### src/hw/rtl/ptt_pkg.sv
package ptt_pkg;

    localparam int TIMER_SLOTS = 16;
    localparam int MAX_RESULTS = 16;
    localparam int SLOT_W      = (TIMER_SLOTS > 1) ? $clog2(TIMER_SLOTS) : 1;
    localparam int RES_W       = $clog2(MAX_RESULTS + 1);
    localparam int ID_W        = 16;
    localparam int PER_W       = 16;
    localparam int MODE_W      = 2;

    typedef enum logic [MODE_W-1:0] {
        MODE_TICK = 2'd0,
        MODE_SET  = 2'd1,
        MODE_KILL = 2'd2
    } mode_t;

    typedef enum logic [1:0] {
        ST_IDLE,
        ST_WALK,
        ST_FLUSH
    } state_t;

    typedef struct packed {
        logic [ID_W-1:0]  ident;
        logic [PER_W-1:0] period;
        logic [PER_W-1:0] count;
    } slot_entry_t;

    localparam int ENTRY_W = $bits(slot_entry_t);

    typedef struct packed {
        logic            push;
        logic            flush;
        logic [ID_W-1:0] id;
    } out_ctl_t;

    typedef struct packed {
        logic room;
        logic pend_valid;
    } out_sts_t;

endpackage

### src/hw/rtl/ptt_slot_ram.sv
module ptt_slot_ram #(
    parameter int DEPTH = 16,
    parameter int WIDTH = 48,
    parameter int AW    = (DEPTH > 1) ? $clog2(DEPTH) : 1
) (
    input  logic             clk,
    input  logic             we,
    input  logic [AW-1:0]    waddr,
    input  logic [WIDTH-1:0] wdata,
    input  logic [AW-1:0]    raddr,
    output logic [WIDTH-1:0] rdata
);

    logic [WIDTH-1:0] mem [DEPTH];
    logic [WIDTH-1:0] rdata_reg;

    always_ff @(posedge clk)
    begin
        if (we)
        begin
            mem[waddr] <= wdata;
        end
        rdata_reg <= mem[raddr];
    end

    assign rdata = rdata_reg;

endmodule

### src/hw/rtl/ptt_out_stage.sv
module ptt_out_stage (
    input  logic                  clk,
    input  logic                  rst_n,
    input  ptt_pkg::out_ctl_t     ctl,
    output ptt_pkg::out_sts_t     sts,
    output logic                  out_valid,
    input  logic                  out_stall,
    output logic [ptt_pkg::ID_W-1:0] fired_id,
    output logic                  last
);

    logic                     out_valid_reg, out_valid_next;
    logic [ptt_pkg::ID_W-1:0] out_id_reg, out_id_next;
    logic                     out_last_reg, out_last_next;
    logic                     pend_valid_reg, pend_valid_next;
    logic [ptt_pkg::ID_W-1:0] pend_id_reg, pend_id_next;
    logic                     out_free;

    assign out_free = !out_valid_reg || !out_stall;

    // pending word waits until we know whether it is the last one
    always_comb
    begin
        out_valid_next  = out_valid_reg;
        out_id_next     = out_id_reg;
        out_last_next   = out_last_reg;
        pend_valid_next = pend_valid_reg;
        pend_id_next    = pend_id_reg;
        if (out_free)
        begin
            out_valid_next = 1'b0;
        end
        if (ctl.push)
        begin
            if (pend_valid_reg)
            begin
                out_valid_next = 1'b1;
                out_id_next    = pend_id_reg;
                out_last_next  = 1'b0;
            end
            pend_valid_next = 1'b1;
            pend_id_next    = ctl.id;
        end
        else if (ctl.flush && pend_valid_reg && out_free)
        begin
            out_valid_next  = 1'b1;
            out_id_next     = pend_id_reg;
            out_last_next   = 1'b1;
            pend_valid_next = 1'b0;
        end
    end

    always_ff @(posedge clk or negedge rst_n)
    begin
        if (!rst_n)
        begin
            out_valid_reg  <= 1'b0;
            pend_valid_reg <= 1'b0;
        end
        else
        begin
            out_valid_reg  <= out_valid_next;
            pend_valid_reg <= pend_valid_next;
        end
    end

    always_ff @(posedge clk)
    begin
        out_id_reg   <= out_id_next;
        out_last_reg <= out_last_next;
        pend_id_reg  <= pend_id_next;
    end

    assign sts.room       = !pend_valid_reg || out_free;
    assign sts.pend_valid = pend_valid_reg;
    assign out_valid      = out_valid_reg;
    assign fired_id       = out_id_reg;
    assign last           = out_last_reg;

endmodule

### src/hw/rtl/periodic_timer_table.sv
// set: written straight into the first free slot
// tick and kill: a walk of the slot memory, one slot per cycle through its single read port
//   (a tick holds its slot while the output side has no room; kill ends early at the first match)
// throughput: one tick or kill per walk, longer while the output side stalls
// reset empties the table by clearing the per-slot used bits; the memory itself is not cleared
module periodic_timer_table (
    input  logic                        clk,
    input  logic                        rst_n,
    input  logic                        in_valid,
    output logic                        in_stall,
    input  logic [ptt_pkg::MODE_W-1:0]  mode,
    input  logic [ptt_pkg::ID_W-1:0]    timer_id,
    input  logic [ptt_pkg::PER_W-1:0]   period,
    output logic                        out_valid,
    input  logic                        out_stall,
    output logic [ptt_pkg::ID_W-1:0]    fired_id,
    output logic                        last
);

    localparam logic [ptt_pkg::SLOT_W-1:0] LAST_SLOT =
        ptt_pkg::SLOT_W'(ptt_pkg::TIMER_SLOTS - 1);
    localparam logic [ptt_pkg::RES_W-1:0] RES_MAX =
        ptt_pkg::RES_W'(ptt_pkg::MAX_RESULTS);

    ptt_pkg::state_t                  state_reg, state_next;
    logic                             kill_reg, kill_next;
    logic [ptt_pkg::ID_W-1:0]         id_reg, id_next;
    logic [ptt_pkg::SLOT_W-1:0]       idx_reg, idx_next;
    logic [ptt_pkg::RES_W-1:0]        n_reg, n_next;
    logic [ptt_pkg::TIMER_SLOTS-1:0]  used_reg, used_next;

    logic                             accept;
    logic                             free_found;
    logic [ptt_pkg::SLOT_W-1:0]       free_idx;
    ptt_pkg::slot_entry_t             rd_entry, wr_entry;
    logic [ptt_pkg::ENTRY_W-1:0]      rd_word;
    logic                             we;
    logic [ptt_pkg::SLOT_W-1:0]       waddr, raddr;
    logic [ptt_pkg::PER_W-1:0]        cnt_inc;
    logic                             slot_used, kill_hit, fire, report, advance, last_slot;
    ptt_pkg::out_ctl_t                octl;
    ptt_pkg::out_sts_t                osts;

    assign accept   = in_valid && !in_stall;
    assign in_stall = (state_reg != ptt_pkg::ST_IDLE);
    assign rd_entry = ptt_pkg::slot_entry_t'(rd_word);

    always_comb
    begin
        free_found = 1'b0;
        free_idx   = '0;
        for (int i = ptt_pkg::TIMER_SLOTS - 1; i >= 0; i--)
        begin
            if (!used_reg[i])
            begin
                free_found = 1'b1;
                free_idx   = ptt_pkg::SLOT_W'(i);
            end
        end
    end

    // slot decode for the walk
    always_comb
    begin
        slot_used = used_reg[idx_reg];
        cnt_inc   = rd_entry.count + ptt_pkg::PER_W'(1);
        kill_hit  = slot_used && (rd_entry.ident == id_reg);
        fire      = slot_used && (rd_entry.period != '0) && (cnt_inc == rd_entry.period);
        report    = fire && (n_reg < RES_MAX);
        last_slot = (idx_reg == LAST_SLOT);
        advance   = kill_reg || !report || osts.room;
    end

    always_comb
    begin
        state_next = state_reg;
        unique case (state_reg)
            ptt_pkg::ST_IDLE:
            begin
                if (accept && (mode == ptt_pkg::MODE_TICK || mode == ptt_pkg::MODE_KILL))
                begin
                    state_next = ptt_pkg::ST_WALK;
                end
            end
            ptt_pkg::ST_WALK:
            begin
                if (kill_reg)
                begin
                    if (kill_hit || last_slot)
                    begin
                        state_next = ptt_pkg::ST_IDLE;
                    end
                end
                else if (advance && last_slot)
                begin
                    state_next = ptt_pkg::ST_FLUSH;
                end
            end
            ptt_pkg::ST_FLUSH:
            begin
                if (!osts.pend_valid)
                begin
                    state_next = ptt_pkg::ST_IDLE;
                end
            end
            default:
            begin
                state_next = ptt_pkg::ST_IDLE;
            end
        endcase
    end

    always_comb
    begin
        kill_next  = kill_reg;
        id_next    = id_reg;
        idx_next   = idx_reg;
        n_next     = n_reg;
        used_next  = used_reg;
        we         = 1'b0;
        waddr      = idx_reg;
        wr_entry   = rd_entry;
        raddr      = '0;
        octl.push  = 1'b0;
        octl.flush = 1'b0;
        octl.id    = rd_entry.ident;
        unique case (state_reg)
            ptt_pkg::ST_IDLE:
            begin
                if (accept)
                begin
                    kill_next = (mode == ptt_pkg::MODE_KILL);
                    id_next   = timer_id;
                    idx_next  = '0;
                    n_next    = '0;
                    if (mode == ptt_pkg::MODE_SET && free_found)
                    begin
                        we                  = 1'b1;
                        waddr               = free_idx;
                        wr_entry.ident      = timer_id;
                        wr_entry.period     = period;
                        wr_entry.count      = '0;
                        used_next[free_idx] = 1'b1;
                    end
                end
            end
            ptt_pkg::ST_WALK:
            begin
                raddr = advance ? idx_reg + ptt_pkg::SLOT_W'(1) : idx_reg;
                if (advance)
                begin
                    idx_next = idx_reg + ptt_pkg::SLOT_W'(1);
                end
                if (kill_reg)
                begin
                    if (kill_hit)
                    begin
                        used_next[idx_reg] = 1'b0;
                    end
                end
                else if (slot_used && advance)
                begin
                    we             = 1'b1;
                    wr_entry.count = fire ? '0 : cnt_inc;
                    if (report)
                    begin
                        octl.push = 1'b1;
                        n_next    = n_reg + ptt_pkg::RES_W'(1);
                    end
                end
            end
            ptt_pkg::ST_FLUSH:
            begin
                octl.flush = 1'b1;
            end
            default:
            begin
            end
        endcase
    end

    always_ff @(posedge clk or negedge rst_n)
    begin
        if (!rst_n)
        begin
            state_reg <= ptt_pkg::ST_IDLE;
            used_reg  <= '0;
            kill_reg  <= 1'b0;
            idx_reg   <= '0;
            n_reg     <= '0;
        end
        else
        begin
            state_reg <= state_next;
            used_reg  <= used_next;
            kill_reg  <= kill_next;
            idx_reg   <= idx_next;
            n_reg     <= n_next;
        end
    end

    always_ff @(posedge clk)
    begin
        id_reg <= id_next;
    end

    ptt_slot_ram #(
        .DEPTH (ptt_pkg::TIMER_SLOTS),
        .WIDTH (ptt_pkg::ENTRY_W),
        .AW    (ptt_pkg::SLOT_W)
    ) u_slot_ram (
        .clk   (clk),
        .we    (we),
        .waddr (waddr),
        .wdata (wr_entry),
        .raddr (raddr),
        .rdata (rd_word)
    );

    ptt_out_stage u_out_stage (
        .clk       (clk),
        .rst_n     (rst_n),
        .ctl       (octl),
        .sts       (osts),
        .out_valid (out_valid),
        .out_stall (out_stall),
        .fired_id  (fired_id),
        .last      (last)
    );

    // a word is only pushed when the output side has room for it
    a_push_room: assert property (@(posedge clk) disable iff (!rst_n)
        octl.push |-> osts.room)
        else $error("push without room in output stage");

    a_res_bound: assert property (@(posedge clk) disable iff (!rst_n)
        n_reg <= RES_MAX)
        else $error("result count overflow");

    // set or kill changes at most one used bit per cycle
    a_used_one: assert property (@(posedge clk) disable iff (!rst_n)
        $countones(used_reg ^ $past(used_reg)) <= 1)
        else $error("more than one slot changed");

    // nothing is left pending once the walk is over
    a_idle_flushed: assert property (@(posedge clk) disable iff (!rst_n)
        (state_reg == ptt_pkg::ST_IDLE) |-> !osts.pend_valid)
        else $error("pending word left after walk");

    // a walk step that holds keeps its slot
    a_hold_idx: assert property (@(posedge clk) disable iff (!rst_n)
        (state_reg == ptt_pkg::ST_WALK && !advance) |=> $stable(idx_reg))
        else $error("slot index moved while held");

endmodule
### config.mk
export PLATFORM = sky130hd
export DESIGN_NAME = periodic_timer_table
export DESIGN_NICKNAME = d
export VERILOG_FILES = /design/src/hw/rtl/ptt_pkg.sv /design/src/hw/rtl/ptt_slot_ram.sv /design/src/hw/rtl/ptt_out_stage.sv /design/src/hw/rtl/periodic_timer_table.sv
export SDC_FILE = /design/constraint.sdc
export NUM_CORES = 1
export LEC_CHECK = 0
export BUFFER_PORTS_ARGS = -buffer_cell sky130_fd_sc_hd__buf_4
export CAP_MARGIN = 10
export CORE_ASPECT_RATIO = 1.75
export CORE_MARGIN = 3
export CORE_UTILIZATION = 57
export DETAILED_ROUTE_END_ITERATION = 10
export PLACE_DENSITY = 0.83
export SYNTH_ARGS = -nofsm -noshare
export SYNTH_HDL_FRONTEND = slang
export SYNTH_SLANG_ARGS = --single-unit
### constraint.sdc
create_clock -name clk -period 16.71 [get_ports clk]
set_input_delay 0.8355 -clock clk [delete_from_list [all_inputs] [get_ports clk]]
set_output_delay 0.8355 -clock clk [all_outputs]
set_load 0.01 [all_outputs]
==> flow_summary.toml <==
[status]
outcome = "finished clean"

[global_routing]
gr-total-overflow = 0
grt_use_total_pct = 25.88
grt_pass1_vias = 21717
grt_pass1_wl_mm = 129.6
grt_max_degree = 234
grt_antenna_before_repair = 0

[setup_path]
r2r-start = "u_slot_ram.rdata[0]$_DFF_P_"
max_stage_delay_ns = 0.66
regToRegSetupSlack_ns = 10.61
reg2regPathDepth = 13
worstPathCellList = "ha_1 > and3_1 > nand4_2 > xor2_1 > a2111oi_4 > nand4b_2 > xnor2_4 > buf_12 > nand2_8 > buf_4 > mux2_1 > o211ai_1 > nand4_1"
cp_max_fo = 126
cpMaxStageDelayCell = "buf_4"
worstPathArrival_ns = 6.58
cp-end-kind = "flop"
crit_required_ns = 17.19
critPathLaunchType = "flop"
reg2reg_to = "u_slot_ram.rdata[47]$_DFF_P_"
path_class = "reg -> reg"
crit_start = "u_slot_ram.rdata[0]$_DFF_P_"

[detailed_routing]
drt-total-wl_mm = 86.90
viasPerCell = 6.625
postRouteAntennaNets = 0
detail_route.wl_per_cell_um = 26.94
drc = 0
first_iter_violations = 2150
dr.pass1.iters = 5
dr_total_vias = 21373

[timing]
min_period_ns = 6.099
period_share_pct = 36.50
fin_tns_setup_ns = 0
finClkSkew_ns = 0.02094
rsz0062_at_grt = "false"
finalSetupViolations = 0
worstMarginPinSlew_ns = 1.373
relSlewSlack_pct = 6.128
finalMaxSlewViolations = 0
hold_violations = 0
timing.fmax_ghz = 0.1640

[cts]
clockBufferDepth = 3
cts.repair.resized = 0
cts.htree.levels = 3
clkSinkCount = 895
cts_buffers = 72
clock_latency_ns = 0.63
ctsHoldBuffers = 0
tritoncts = "built"
cts_root_buf = "clkbuf_16"
post_cts_buffers = 0
cts.clk_slew.worst_paths_ns = 0.07

[synthesis]
synth_edf_count = 817
syn-instance-count = 2339
synth_cell_type_count = 70
avgSynthCellArea_sq_um = 15.43
async_flop_share_pct = 3.352
synth.area.top_cells = "edfxtp_1 (68%), mux2_2 (4.1%), mux2i_1 (4.0%)"
ys_ff_latch = 895
mappedNetlistNets = 2383
synthFlopType = "edfxtp_1"
synthTopCellsByCount = "edfxtp_1 (817), nand2_1 (286), o211ai_1 (147)"
ys_seq_area_share_pct = 72.71
synthDominantCellAreaShare_pct = 67.97
ys_warn_count = 0
synth_area_sq_um = 36090
yosysTopAreaCell = "edfxtp_1"
synth_most_common_cell = "edfxtp_1"

[cells_and_area]
antennaDiodeCount = 0
multi_input_area_sq_um = 9389
drive_gt1_share_pct = 16.15
largest_register_ffs = 768
nFillCells = 4091
finish.net_count = 2415
regArea_sq_um = 26250
area_delta_synth_final_pct = 10.50

[placed_design]
port_buffers = 56
dpl.hpwl_mm = 45.94
gp_congestion = 0.8933

[pwr]
switching_share_pct = 35.72
ir_drop_mv = 0.2110
leakagePower_nw = 13.46
finalPower_mw = 7.518
p_int_mw = 4.833
switchingPower_mw = 2.686
power_frac_seq_pct = 43.1
power_frac_comb_pct = 33.7
power_density_nw_per_um2 = 188.5
pwr-share-clk_pct = 23.2

[floorplanning]
die_w_um = 196.2
die_area_sq_um = 66500
start_util_pct = 57.73
num_rows = 121
die_y_um = 338.9
ios = 57
core_sq_um = 62530

[worst_hold_path]
min_path_type = "in -> async"

[flow_run]
maxCapViolCount = 0
[through the flow]
step	setup WS (ns)	hold WS (ns)	instance area [sq um]	cells	utilization (%)
after floorplan	11.03	0.4003	36090	2339	-
after global placement	10.66	0.4047	37470	3094	59.92
after detailed placement	10.55	0.4045	37470	3095	59.93
after CTS	10.75	0.1234	39870	3225	63.77
after global routing	10.38	0.1508	39890	3226	63.79
final	10.61	0.1338	39890	3226	63.79
[kinds of logic after synthesis]
logic type	share of synthesized area, %
AO/OA/AOI/OAI	7.536
XOR/XNOR	0.9672
adder cells (fa/ha/maj)	0.2080
buffers and inverters	1.952
flip-flops	72.71
multiplexers	8.853
AND/OR/NAND/NOR	7.772
[power by group through the flow]
| stage | logic, mW | clock network [mW] | registers (mW) |
|---|---|---|---|
| after global placement | 2.37 | 0 | 3.27 |
| after global routing | 2.72 | 1.84 | 3.26 |
| after floorplan | 1.77 | 0 | 3.18 |
| after CTS | 2.50 | 1.75 | 3.24 |
| after detailed placement | 2.48 | 0 | 3.28 |
| final | 2.53 | 1.74 | 3.24 |
[worst max path at each step]
stage	end	slack [ns]
floorplan	u_slot_ram.mem[15][0]$_DFFE_PP_	11.03
global placement	u_slot_ram.rdata[47]$_DFF_P_	10.66
detailed placement	u_slot_ram.rdata[47]$_DFF_P_	10.55
CTS	u_slot_ram.rdata[47]$_DFF_P_	10.75
global route	u_slot_ram.rdata[47]$_DFF_P_	10.38
finish	u_slot_ram.rdata[47]$_DFF_P_	10.61
[area by class of cell]
class | count | share of cell area [%]
flip-flops and latches | 895 | 65.80
clock inverters | 48 | 1.352
multi-input cells | 1285 | 23.54
clock buffers | 82 | 4.665
inverters | 13 | 0.1223
repair buffers | 104 | 2.014
well taps | 799 | 2.506
[critical path, delay by kind of cell (launching register included)]
kind            cells  cell delay (ns)
simple gates        5             1.68
buf+inv             2             1.28
xor+xnor            2             0.79
compound gates      2             0.60
mux                 1             0.49
flops               1             0.48
fa+ha+maj           1             0.31
[per-layer routing]
layer	vias to the layer above	GRT usage (%)	share of wire, %
met5	-	0	0
met4	0	15.34	5.5
met3	314	3.232	7.8
met2	1280	44.31	52
met1	10649	31.52	35
li1	9130	-	-
[cell usage in the layout, fill, tap and decap left out, types with 8 or more instances in the layout]
master / synthesis / final
clkinv_2: 0 / 12
inv_1: 12 / 12
mux2_1: 16 / 16
nor2_4: 0 / 13
nand3_1: 62 / 62
a2bb2oi_1: 48 / 48
o31ai_1: 9 / 8
nor3_1: 8 / 8
o221ai_1: 48 / 48
a21oi_1: 25 / 22
dfrtp_1: 30 / 30
mux2i_1: 146 / 146
o211ai_1: 147 / 147
edfxtp_1: 817 / 817
nand2_1: 286 / 285
buf_4: 1 / 100
nand4_1: 61 / 61
a31oi_1: 9 / 8
dfxtp_1: 48 / 48
nor4_1: 10 / 10
nand2b_1: 10 / 10
clkbuf_16: 0 / 73
bufinv_16: 0 / 10
xnor2_1: 11 / 11
mux2_2: 130 / 130
clkbuf_1: 81 / 9
o21ai_0: 36 / 34
and2_1: 56 / 55
nor2b_1: 12 / 9
clkinv_1: 0 / 13
xor2_1: 27 / 27
nor2_1: 42 / 28
No activity file was read; power rests on OpenSTA's default activity.
